==> src/design/mfbr_pkg.sv <==
// ----------------------------------------------------------------------------
// mfbr_pkg
// Shared constants, command codes and control types of the msb-first bit reader.
// ----------------------------------------------------------------------------
`default_nettype none

package mfbr_pkg;

    localparam int BUFFER_BYTES = 256;
    localparam int ADDR_W       = $clog2(BUFFER_BYTES);
    localparam int LEN_W        = ADDR_W + 1;
    localparam int OFF_W        = $clog2(BUFFER_BYTES * 8) + 1;
    localparam int CNT_W        = 12;
    localparam int SUM_W        = ((OFF_W > CNT_W) ? OFF_W : CNT_W) + 1;
    localparam int BYTE_W       = 8;
    localparam int VAL_W        = 64;
    localparam int WID_W        = $clog2(VAL_W) + 1;
    localparam int SPAN_W       = $clog2(VAL_W / BYTE_W + 1) + 1;
    localparam int ACC_W        = VAL_W + BYTE_W;

    typedef enum logic [1:0] {
        CMD_LOAD  = 2'd0,
        CMD_READ  = 2'd1,
        CMD_SKIP  = 2'd2,
        CMD_CLEAR = 2'd3
    } t_cmd;

    typedef struct packed {
        logic             clear;
        logic             shift;
        logic [2:0]       trail;
        logic [WID_W-1:0] width;
    } t_gather_ctl;

endpackage

`default_nettype wire

==> src/design/mfbr_store.sv <==
// ----------------------------------------------------------------------------
// mfbr_store
// Byte memory: one write port and one read port with registered read data.
// ----------------------------------------------------------------------------
`default_nettype none

module mfbr_store (
    input  wire logic                        i_clk,
    input  wire logic                        i_wr_en,
    input  wire logic [mfbr_pkg::ADDR_W-1:0] i_wr_addr,
    input  wire logic [mfbr_pkg::BYTE_W-1:0] i_wr_data,
    input  wire logic                        i_rd_en,
    input  wire logic [mfbr_pkg::ADDR_W-1:0] i_rd_addr,
    output logic      [mfbr_pkg::BYTE_W-1:0] o_rd_data
);

    logic [mfbr_pkg::BYTE_W-1:0] r_mem [mfbr_pkg::BUFFER_BYTES];

    always_ff @(posedge i_clk) begin
        if (i_wr_en) begin
            r_mem[i_wr_addr] <= i_wr_data;
        end
    end

    always_ff @(posedge i_clk) begin
        if (i_rd_en) begin
            o_rd_data <= r_mem[i_rd_addr];
        end
    end

endmodule

`default_nettype wire

==> src/design/mfbr_gather.sv <==
// ----------------------------------------------------------------------------
// mfbr_gather
// Collects fetched bytes into a shift register and aligns the read field.
// ----------------------------------------------------------------------------
`default_nettype none

module mfbr_gather (
    input  wire logic                        i_clk,
    input  wire mfbr_pkg::t_gather_ctl       i_ctl,
    input  wire logic [mfbr_pkg::BYTE_W-1:0] i_byte,
    output logic      [mfbr_pkg::VAL_W-1:0]  o_value
);

    logic [mfbr_pkg::ACC_W-1:0] r_acc;
    logic [mfbr_pkg::ACC_W-1:0] w_shifted;
    logic [mfbr_pkg::VAL_W-1:0] w_mask;

    always_ff @(posedge i_clk) begin
        if (i_ctl.clear) begin
            r_acc <= '0;
        end else if (i_ctl.shift) begin
            r_acc <= {r_acc[mfbr_pkg::ACC_W-mfbr_pkg::BYTE_W-1:0], i_byte};
        end
    end

    // drop the unread tail of the last byte, keep width bits
    always_comb begin
        w_shifted = r_acc >> i_ctl.trail;
        w_mask    = ~({mfbr_pkg::VAL_W{1'b1}} << i_ctl.width);
        o_value   = w_shifted[mfbr_pkg::VAL_W-1:0] & w_mask;
    end

endmodule

`default_nettype wire

==> src/design/msb_first_bit_reader_unit.sv <==
// ----------------------------------------------------------------------------
// msb_first_bit_reader_unit
// Byte buffer with msb-first field reads, skips, loads and clear.
// ----------------------------------------------------------------------------
// One command word is taken at a time and gives one result word. Load, skip,
// clear and rejected commands go from execute straight to output. A read whose
// field touches k stored bytes (1 to 9) stays in fetch while they are read,
// then passes land and pack, since the bytes come out of the byte memory's one
// read port, one per cycle. A finished result sits in the output register, so
// the next command word can be taken while it waits. The byte memory comes out
// of reset with unknown contents and needs no clearing pass.
`default_nettype none

module msb_first_bit_reader_unit (
    input  wire logic                         i_clk,
    input  wire logic                         i_rst_n,
    input  wire logic                         i_valid,
    output logic                              o_ready,
    input  wire logic [1:0]                   i_command,
    input  wire logic [mfbr_pkg::BYTE_W-1:0]  i_load_byte,
    input  wire logic [mfbr_pkg::CNT_W-1:0]   i_bit_count,
    output logic                              o_valid,
    input  wire logic                         i_ready,
    output logic      [mfbr_pkg::VAL_W-1:0]   o_field_value,
    output logic                              o_ok
);

    typedef enum logic [2:0] {
        S_IDLE,
        S_EXEC,
        S_FETCH,
        S_LAND,
        S_PACK,
        S_OUT
    } t_state;

    t_state                        r_state;
    mfbr_pkg::t_cmd                r_cmd;
    logic [mfbr_pkg::BYTE_W-1:0]   r_byte;
    logic [mfbr_pkg::CNT_W-1:0]    r_count;
    logic [mfbr_pkg::LEN_W-1:0]    r_length;
    logic [mfbr_pkg::OFF_W-1:0]    r_offset;
    logic [mfbr_pkg::ADDR_W-1:0]   r_addr;
    logic [mfbr_pkg::SPAN_W-1:0]   r_left;
    logic [2:0]                    r_trail;
    logic [mfbr_pkg::WID_W-1:0]    r_width;
    logic                          r_rd_vld;
    logic [mfbr_pkg::VAL_W-1:0]    r_res_value;
    logic                          r_res_ok;

    logic [mfbr_pkg::SUM_W-1:0]    w_end;
    logic [mfbr_pkg::SUM_W-1:0]    w_last;
    logic [mfbr_pkg::SUM_W-1:0]    w_limit;
    logic [mfbr_pkg::SUM_W-1:0]    w_span;
    logic                          w_fits;
    logic                          w_count_ok;
    logic                          w_has_room;
    logic                          w_wr_en;
    logic                          w_rd_en;
    logic [mfbr_pkg::BYTE_W-1:0]   w_rd_data;
    logic [mfbr_pkg::VAL_W-1:0]    w_value;
    mfbr_pkg::t_gather_ctl         w_gctl;

    assign o_ready = (r_state == S_IDLE);

    always_comb begin
        w_end      = mfbr_pkg::SUM_W'(r_offset) + mfbr_pkg::SUM_W'(r_count);
        w_last     = w_end - mfbr_pkg::SUM_W'(1);
        w_limit    = mfbr_pkg::SUM_W'({r_length, 3'b000});
        w_fits     = (r_offset[mfbr_pkg::OFF_W-1:3] < r_length) && (w_end <= w_limit);
        w_count_ok = (r_count != '0) && (r_count <= mfbr_pkg::CNT_W'(mfbr_pkg::VAL_W));
        w_has_room = (r_length < mfbr_pkg::LEN_W'(mfbr_pkg::BUFFER_BYTES));
        w_span     = (w_last >> 3) - mfbr_pkg::SUM_W'(r_offset[mfbr_pkg::OFF_W-1:3]);
        w_wr_en    = (r_state == S_EXEC) && (r_cmd == mfbr_pkg::CMD_LOAD) && w_has_room;
        w_rd_en    = (r_state == S_FETCH);
        w_gctl.clear = (r_state == S_EXEC);
        w_gctl.shift = r_rd_vld;
        w_gctl.trail = r_trail;
        w_gctl.width = r_width;
    end

    mfbr_store u_store (
        .i_clk     (i_clk),
        .i_wr_en   (w_wr_en),
        .i_wr_addr (r_length[mfbr_pkg::ADDR_W-1:0]),
        .i_wr_data (r_byte),
        .i_rd_en   (w_rd_en),
        .i_rd_addr (r_addr),
        .o_rd_data (w_rd_data)
    );

    mfbr_gather u_gather (
        .i_clk   (i_clk),
        .i_ctl   (w_gctl),
        .i_byte  (w_rd_data),
        .o_value (w_value)
    );

    always_ff @(posedge i_clk) begin
        if (!i_rst_n) begin
            r_state  <= S_IDLE;
            r_length <= '0;
            r_offset <= '0;
            r_rd_vld <= 1'b0;
            o_valid  <= 1'b0;
        end else begin
            r_rd_vld <= w_rd_en;
            if (o_valid && i_ready && (r_state != S_OUT)) begin
                o_valid <= 1'b0;
            end
            unique case (r_state)
                S_IDLE: begin
                    if (i_valid) begin
                        r_cmd   <= mfbr_pkg::t_cmd'(i_command);
                        r_byte  <= i_load_byte;
                        r_count <= i_bit_count;
                        r_state <= S_EXEC;
                    end
                end
                S_EXEC: begin
                    r_res_value <= '0;
                    r_res_ok    <= 1'b0;
                    r_state     <= S_OUT;
                    unique case (r_cmd)
                        mfbr_pkg::CMD_LOAD: begin
                            if (w_has_room) begin
                                r_length <= r_length + mfbr_pkg::LEN_W'(1);
                                r_res_ok <= 1'b1;
                            end
                        end
                        mfbr_pkg::CMD_READ: begin
                            if (w_count_ok && w_fits) begin
                                r_addr   <= r_offset[mfbr_pkg::ADDR_W+2:3];
                                r_left   <= w_span[mfbr_pkg::SPAN_W-1:0];
                                r_trail  <= 3'(3'd0 - w_end[2:0]);
                                r_width  <= r_count[mfbr_pkg::WID_W-1:0];
                                r_offset <= w_end[mfbr_pkg::OFF_W-1:0];
                                r_state  <= S_FETCH;
                            end
                        end
                        mfbr_pkg::CMD_SKIP: begin
                            if (w_fits) begin
                                r_offset <= w_end[mfbr_pkg::OFF_W-1:0];
                                r_res_ok <= 1'b1;
                            end
                        end
                        mfbr_pkg::CMD_CLEAR: begin
                            r_length <= '0;
                            r_offset <= '0;
                            r_res_ok <= 1'b1;
                        end
                        default: begin
                            r_res_ok <= 1'b0;
                        end
                    endcase
                end
                S_FETCH: begin
                    r_addr <= r_addr + mfbr_pkg::ADDR_W'(1);
                    if (r_left == '0) begin
                        r_state <= S_LAND;
                    end else begin
                        r_left <= r_left - mfbr_pkg::SPAN_W'(1);
                    end
                end
                S_LAND: begin
                    r_state <= S_PACK;
                end
                S_PACK: begin
                    r_res_value <= w_value;
                    r_res_ok    <= 1'b1;
                    r_state     <= S_OUT;
                end
                S_OUT: begin
                    if (!o_valid || i_ready) begin
                        o_valid       <= 1'b1;
                        o_field_value <= r_res_value;
                        o_ok          <= r_res_ok;
                        r_state       <= S_IDLE;
                    end
                end
                default: begin
                    r_state <= S_IDLE;
                end
            endcase
        end
    end

`ifndef SYNTH
    a_length_bound: assert property (@(posedge i_clk) disable iff (!i_rst_n)
        r_length <= mfbr_pkg::LEN_W'(mfbr_pkg::BUFFER_BYTES))
        else $error("loaded length beyond buffer size");

    a_offset_bound: assert property (@(posedge i_clk) disable iff (!i_rst_n)
        mfbr_pkg::SUM_W'(r_offset) <= mfbr_pkg::SUM_W'({r_length, 3'b000}))
        else $error("bit offset beyond loaded data");

    a_fail_zero: assert property (@(posedge i_clk) disable iff (!i_rst_n)
        (o_valid && !o_ok) |-> (o_field_value == '0))
        else $error("failed result carries a nonzero field");

    a_span_bound: assert property (@(posedge i_clk) disable iff (!i_rst_n)
        (r_state == S_FETCH) |-> (r_left <= mfbr_pkg::SPAN_W'(mfbr_pkg::VAL_W / 8)))
        else $error("read spans more bytes than a field allows");

    a_accept_exec: assert property (@(posedge i_clk) disable iff (!i_rst_n)
        (i_valid && o_ready) |=> (r_state == S_EXEC))
        else $error("accepted word not executed next");
`endif

endmodule

`default_nettype wire
==> config.mk <==
export PLATFORM = sky130hd
export DESIGN_NAME = msb_first_bit_reader_unit
export DESIGN_NICKNAME = d
export VERILOG_FILES = /design/src/design/mfbr_pkg.sv /design/src/design/mfbr_store.sv /design/src/design/mfbr_gather.sv /design/src/design/msb_first_bit_reader_unit.sv
export SDC_FILE = /design/constraint.sdc
export NUM_CORES = 2
export LEC_CHECK = 0
export BUFFER_PORTS_ARGS = -buffer_cell sky130_fd_sc_hd__buf_2
export CAP_MARGIN = 20
export CORE_MARGIN = 2
export CORE_UTILIZATION = 59
export CTS_BUF_LIST = sky130_fd_sc_hd__clkbuf_4
export CTS_CLUSTER_SIZE = 40
export DETAILED_ROUTE_END_ITERATION = 10
export PLACE_DENSITY = 0.85
export SLEW_MARGIN = 5
export SYNTH_ARGS = -nofsm -noshare
export SYNTH_HDL_FRONTEND = slang
export SYNTH_SLANG_ARGS = --single-unit
export TNS_END_PERCENT = 5
==> constraint.sdc <==
create_clock -name i_clk -period 13.6 [get_ports i_clk]
set_input_delay 2.72 -clock i_clk [delete_from_list [all_inputs] [get_ports i_clk]]
set_output_delay 2.72 -clock i_clk [all_outputs]
set_load 0.01 [all_outputs]
## Word-level counts from Yosys, hierarchy flattened

Memories as Yosys holds them, arrays and structs flattened. A register that Yosys moved wholly into a read port is not among the register bits.
Cells that the tools add are included.

- Bits in registers: 273
- Bits in writable memories: 2,048
- Input port bits: 26
- Output and inout bits: 67
- Logic and storage cells: 105
- Memories kept: 1

- $add $sub $neg: 7
- Magnitude comparators: 4
- Equal/unequal tests: 18
- Shift operators: 2
- Multiplexer cells: 28
- Bitwise operators: 2
- Reductions and logical operators: 26

Memories:

| memory | words | width | rd ports | clocked after Yosys merged registers in | wr ports | line | RTL |
|---|---|---|---|---|---|---|---|
| u_store.r_mem | 256 | 8 | 1 | 1 | 1 | mfbr_store.sv:17 | `logic [mfbr_pkg::BYTE_W-1:0] r_mem [mfbr_pkg::BUFFER_BYTES];` |

Operator list:

| kind | count |
|---|---|
| $pmux W64 S2 | 1 |
| $shr A72 B3 Y64 | 1 |
| $and A64 B64 Y64 | 1 |
| $not A64 Y64 | 1 |
| $shl A64 B7 Y64 const A | 1 |
| $pmux W12 S3 | 1 |
| $mux W12 | 2 |
| $ne A2 B2 Y1 const B | 9 |
| $pmux W3 S6 | 1 |
| $pmux W9 S2 | 1 |
| $mux W8 | 2 |
| $pmux W8 S2 | 1 |
| $mux W3 | 5 |
| $mux W5 | 3 |
| $add A12 B12 Y13 | 1 |
| $le A13 B12 Y1 | 1 |
| $le A12 B7 Y1 const B | 1 |
| $reduce_and A3 Y1 | 4 |
| $reduce_and A4 Y1 | 3 |
| $reduce_bool A12 Y1 | 1 |
| $pmux W5 S2 | 1 |
| $add A9 B1 Y9 const B | 1 |
| $lt A9 B9 Y1 | 1 |
| $lt A9 B9 Y1 const B | 1 |
| 25 further kinds | 42 |

## Longest topological paths before layout

- Depth after elaboration: 7
- Depth in mapped cells: 17
- Gate-level depth less buffers: 16

## Cells and area by module

From an unflattened synthesis, not the netlist that was laid out.

- Cell total of the unflattened synthesis: 5,053
- Area, all modules: 93,846.3 µm²

By module, submodules not included:

| module | times used | cells an instance | area an instance (µm²) | seq. area each (µm²) |
|---|---|---|---|---|
| mfbr_store | 1 | 3,733 | 79,636.4 | 61,739.2 |
| msb_first_bit_reader_unit | 1 | 655 | 8,757.1 | 5,775.5 |
| mfbr_gather | 1 | 665 | 5,452.7 | 1,421.4 |

## Worst setup path before layout

No wires, ideal clock.

- Path kind: input to register
- Start point: input port i_rst_n
- End point: register r_res_ok (enable)
- Arrival time: 6,130 ps
- Setup slack: 6,961 ps
- Stages on the path: 3
- Buffers on the path: 1
- Cells stage by stage: inv_1 -> clkbuf_1 -> a21oi_1

- Word-level cells in the longest chain between the ends: 1

RTL lines:

| item | line | RTL |
|---|---|---|
| start: declaration | msb_first_bit_reader_unit.sv:16 | `input wire logic i_rst_n,` |
| $reduce_and A2 Y1 (no line) | - |  |
| end signal: assignment | msb_first_bit_reader_unit.sv:122 | `r_res_ok <= 1'b0;` |
| end signal: assignment | msb_first_bit_reader_unit.sv:128 | `r_res_ok <= 1'b1;` |
| end signal: assignment | msb_first_bit_reader_unit.sv:144 | `r_res_ok <= 1'b1;` |
| end: declaration | msb_first_bit_reader_unit.sv:49 | `logic r_res_ok;` |

Every way passes these cells.
A chain may end at the register's enable or synchronous reset.

## Worst setup path after layout

- Start point: register r_count[0] (netlist name)
- End point: register r_width[6] (netlist name) (enable)

- Word-level cells in the longest chain between the ends: 5

RTL lines:

| item | line | RTL |
|---|---|---|
| start: declaration | msb_first_bit_reader_unit.sv:40 | `logic [mfbr_pkg::CNT_W-1:0] r_count;` |
| start signal: assignment | msb_first_bit_reader_unit.sv:116 | `r_count <= i_bit_count;` |
| $add A12 B12 Y13 | msb_first_bit_reader_unit.sv:67 | `w_end = mfbr_pkg::SUM_W'(r_offset) + mfbr_pkg::SUM_W'(r_count);` |
| $le A13 B12 Y1 | msb_first_bit_reader_unit.sv:70 | `w_fits = (r_offset[mfbr_pkg::OFF_W-1:3] < r_length) && (w_end <= w_limit);` |
| $logic_and A1 B1 Y1 | msb_first_bit_reader_unit.sv:70 |  |
| $logic_and A1 B1 Y1 (*) | msb_first_bit_reader_unit.sv:132 | `if (w_count_ok && w_fits) begin` |
| $reduce_and A4 Y1 (no line) (*) | - |  |
| end signal: assignment | msb_first_bit_reader_unit.sv:136 | `r_width <= r_count[mfbr_pkg::WID_W-1:0];` |
| end: declaration | msb_first_bit_reader_unit.sv:46 | `logic [mfbr_pkg::WID_W-1:0] r_width;` |

Mark *: on every way between the ends. The rest lies on a longest branch, timed or not.

==> flow_metrics.tcl <==
set metrics [dict create \
    grt_setup_unrepaired "false" \
    arrival_ps 6110 \
    multi_input_area_sq_um 22400 \
    io_pins 93 \
    yosysSeqAreaShare 0.742 \
    hold_depth 0 \
    synth_seq_cells 2328 \
    yosysTopAreaCellShare 0.721 \
    path_common_cell "ha_1" \
    vias_per_cell 6.81 \
    grt_overflow_total 0 \
    setup_viol 0 \
    synth_edf_count 2231 \
    fin_crit_ps 5200 \
    p_leak_uw 0.0329 \
    fp.dieH_um 401 \
    wl_met2_um 113000 \
    antenna_found_initial 19 \
    clockBufferDepth 4 \
    worstPathCellList "ha_1, inv_1, fa_1, nor2b_1, o2111a_1, or3_1, a41oi_1, xnor2_1, ha_1, nand4_1, o21ai_0, a221oi_1, o221ai_1, nor4_1, nand3_1, nor2_1" \
    tritoncts "done" \
    worst_r2r_path_depth 16 \
    syn_avg_cell_area_sq_um 20.3 \
    cp_slowest_cell "nor2_1" \
    slowest_delay_ps 770 \
    route.top_layer_used "met5" \
    synth_top_area_cell "edfxtp_1" \
    worst_ep_required_time_ps 14510 \
    worst_hold_path_type "register to register" \
    wl_met3_um 32400 \
    ys_async_sr_fraction 0 \
    clk_latency_ps 1400 \
    syn_to_final_growth_pct 10.1 \
    nFillCells 9542 \
    cp.depth 16 \
    synthesis.nets 4646 \
    drtPass1Iterations 8 \
    drive_gt1_frac 0.308 \
    nets 5131 \
    startpoint_type "register" \
    die-area_sq_um 161000 \
    syn-instance-count 4577 \
    grt_first_pass_wirelength_um 338000 \
    yosysMostFrequentCell "edfxtp_1" \
    critPathMaxFanout 10 \
    grt_pass1_vias 50700 \
    start_util 0.594 \
    max_freq_mhz 192 \
    htreeDepth 6 \
    wl_met1_um 80100 \
    via_count 51200 \
    syn-cell-area_sq_um 93000 \
    cp.buffers_inverters 1 \
    cts_sinks 2328 \
    cts.clk_slew.worst_paths_ps 70 \
    antenna_left 0 \
    synth_cell_types 71 \
    end_kind "register" \
    ir_drop_v 0.000116 \
    ctsResizeCount 0 \
    fin_ws_ps 8400 \
    grt.total_usage 0.289 \
    synth_common_cells "2231 x edfxtp_1, 588 x mux4_2, 456 x nor2_1" \
    period_share 0.382 \
    tns_ps 0 \
    ctsHoldBuffers 0 \
    critPathKind "register to register" \
    drcViolationCount 0 \
    fp.dieW_um 401 \
    fp.coreArea_sq_um 156000 \
    cts_buffers 575 \
    cap_violations 1 \
    clock_skew_ps 117 \
    seq_area_sq_um 68900 \
    place_congestion 0.878 \
    dp_slack_ps 8410 \
    grt_max_degree 237 \
    tightest_slew_ps 1550 \
    ys.flop_type "edfxtp_1" \
    drt_iter0_markers 7579 \
    wl_um 238000 \
    cts_setup_buffers 0 \
    netlist_top_cells_area "edfxtp_1 72%, mux4_2 14%, dfxtp_1 2.1%" \
    finalHoldViolations 0 \
    cts_root_buf "clkbuf_4" \
    path_delay_family "simple AND/OR/NAND/NOR gates" \
    hpwl_um 134000 \
    yosysWarnings 0 \
    status "finished with violations" \
    routedWlPerCell_um 31.7 \
    final_max_slew_viol_count 9 \
    post-route-util 0.655 \
    core.rowCount 145 \
    power_density_nw_per_um2 142 \
    violations "capacitance limit, slew limit" \
    io_buffers 92 \
    maxSlewHeadroom -0.0386 \
]
==> path summary, 6_finish.rpt <==
check	slack, ps	startpoint	endpoint
worst max-delay path	8400	r_count[0]$_DFFE_PP_	r_width[6]$_DFFE_PP_
worst min-delay path	390	r_res_value[41]$_SDFFCE_PN0P_	o_field_value[41]$_DFFE_PP_
worst max register to register	8400	r_count[0]$_DFFE_PP_	r_width[6]$_DFFE_PP_
worst min register to register	390	r_res_value[41]$_SDFFCE_PN0P_	o_field_value[41]$_DFFE_PP_
==> registers in the layout, summed over array words and instances (netlist names), 5 cells and up <==
signal and count:
r_res_value 64, r_byte 8, r_left 5, u_store.o_rd_data 8, r_width 7, u_store.r_mem 2048, r_offset 12, u_gather.r_acc 71
o_field_value 64, r_addr 8, r_length 9, r_count 12
==> cells in the final DEF, fill, tap and decap left out, types with 19 or more instances in the layout <==
master     synthesis  final
diode_2            0     22
ha_1              41     41
buf_4             24     71
edfxtp_1        2231   2231
clkbuf_4           5    810
nand2_1          109    109
mux2i_1          141    141
xnor2_1           19     19
nand3_1           41     37
a211oi_1          52     52
inv_1             33     32
nor2_1           456    454
o21ai_0           50     50
a22oi_1           26     26
mux4_2           588    588
nor2b_1           28     26
nor3_1            29     26
a21oi_1           99     98
a2111oi_0         21     20
clkinv_1           0     97
mux2_2            31     31
dfxtp_1           97     96
buf_2             38     93
mux4_1            48     48
==> per-layer routing <==
| layer | vias to the layer above | GRT usage |
|---|---|---|
| li1 | 20200 | - |
| met1 | 25500 | 0.375 |
| met2 | 4622 | 0.443 |
| met3 | 883 | 0.0979 |
| met4 | 20 | 0.144 |
| met5 | - | 0 |
==> cells by family after synthesis <==
group / Yosys count / synth area share
fa+ha+maj: 43 / 0.00595
flops: 2328 / 0.742
xor+xnor: 32 / 0.00316
compound gates: 321 / 0.0227
buf+inv: 307 / 0.0178
simple gates: 738 / 0.0338
mux: 808 / 0.175
==> where the power goes <==
part	switching (uW)	internal [uW]	leakage [uW]
registers	38.7	8020	0.0209
logic	557	253	0.00786
clock network	2810	2890	0.00413
==> final cells by class <==
type | count | area share
Antenna cell | 22 | 0.000538
Clock buffer | 810 | 0.0594
Clock inverter | 141 | 0.00748
Inverter | 34 | 0.00132
Multi-Input combinational cell | 1942 | 0.219
Sequential cell | 2328 | 0.673
Tap cell | 2058 | 0.0252
Timing Repair Buffer | 181 | 0.0135
==> stage by stage <==
stage / total power, uW / cells / instance area (sq um) / hold slack, ps
finish: 14600 / 7516 / 102000 / 385
CTS: 14500 / 7483 / 102000 / 392
detailed placement: 8990 / 6532 / 95200 / 405
global route: 15000 / 7503 / 102000 / 398
global placement: 8960 / 6531 / 95200 / 401
floorplan: 8740 / 4577 / 93000 / 400
(Power assumes the default switching activity.)
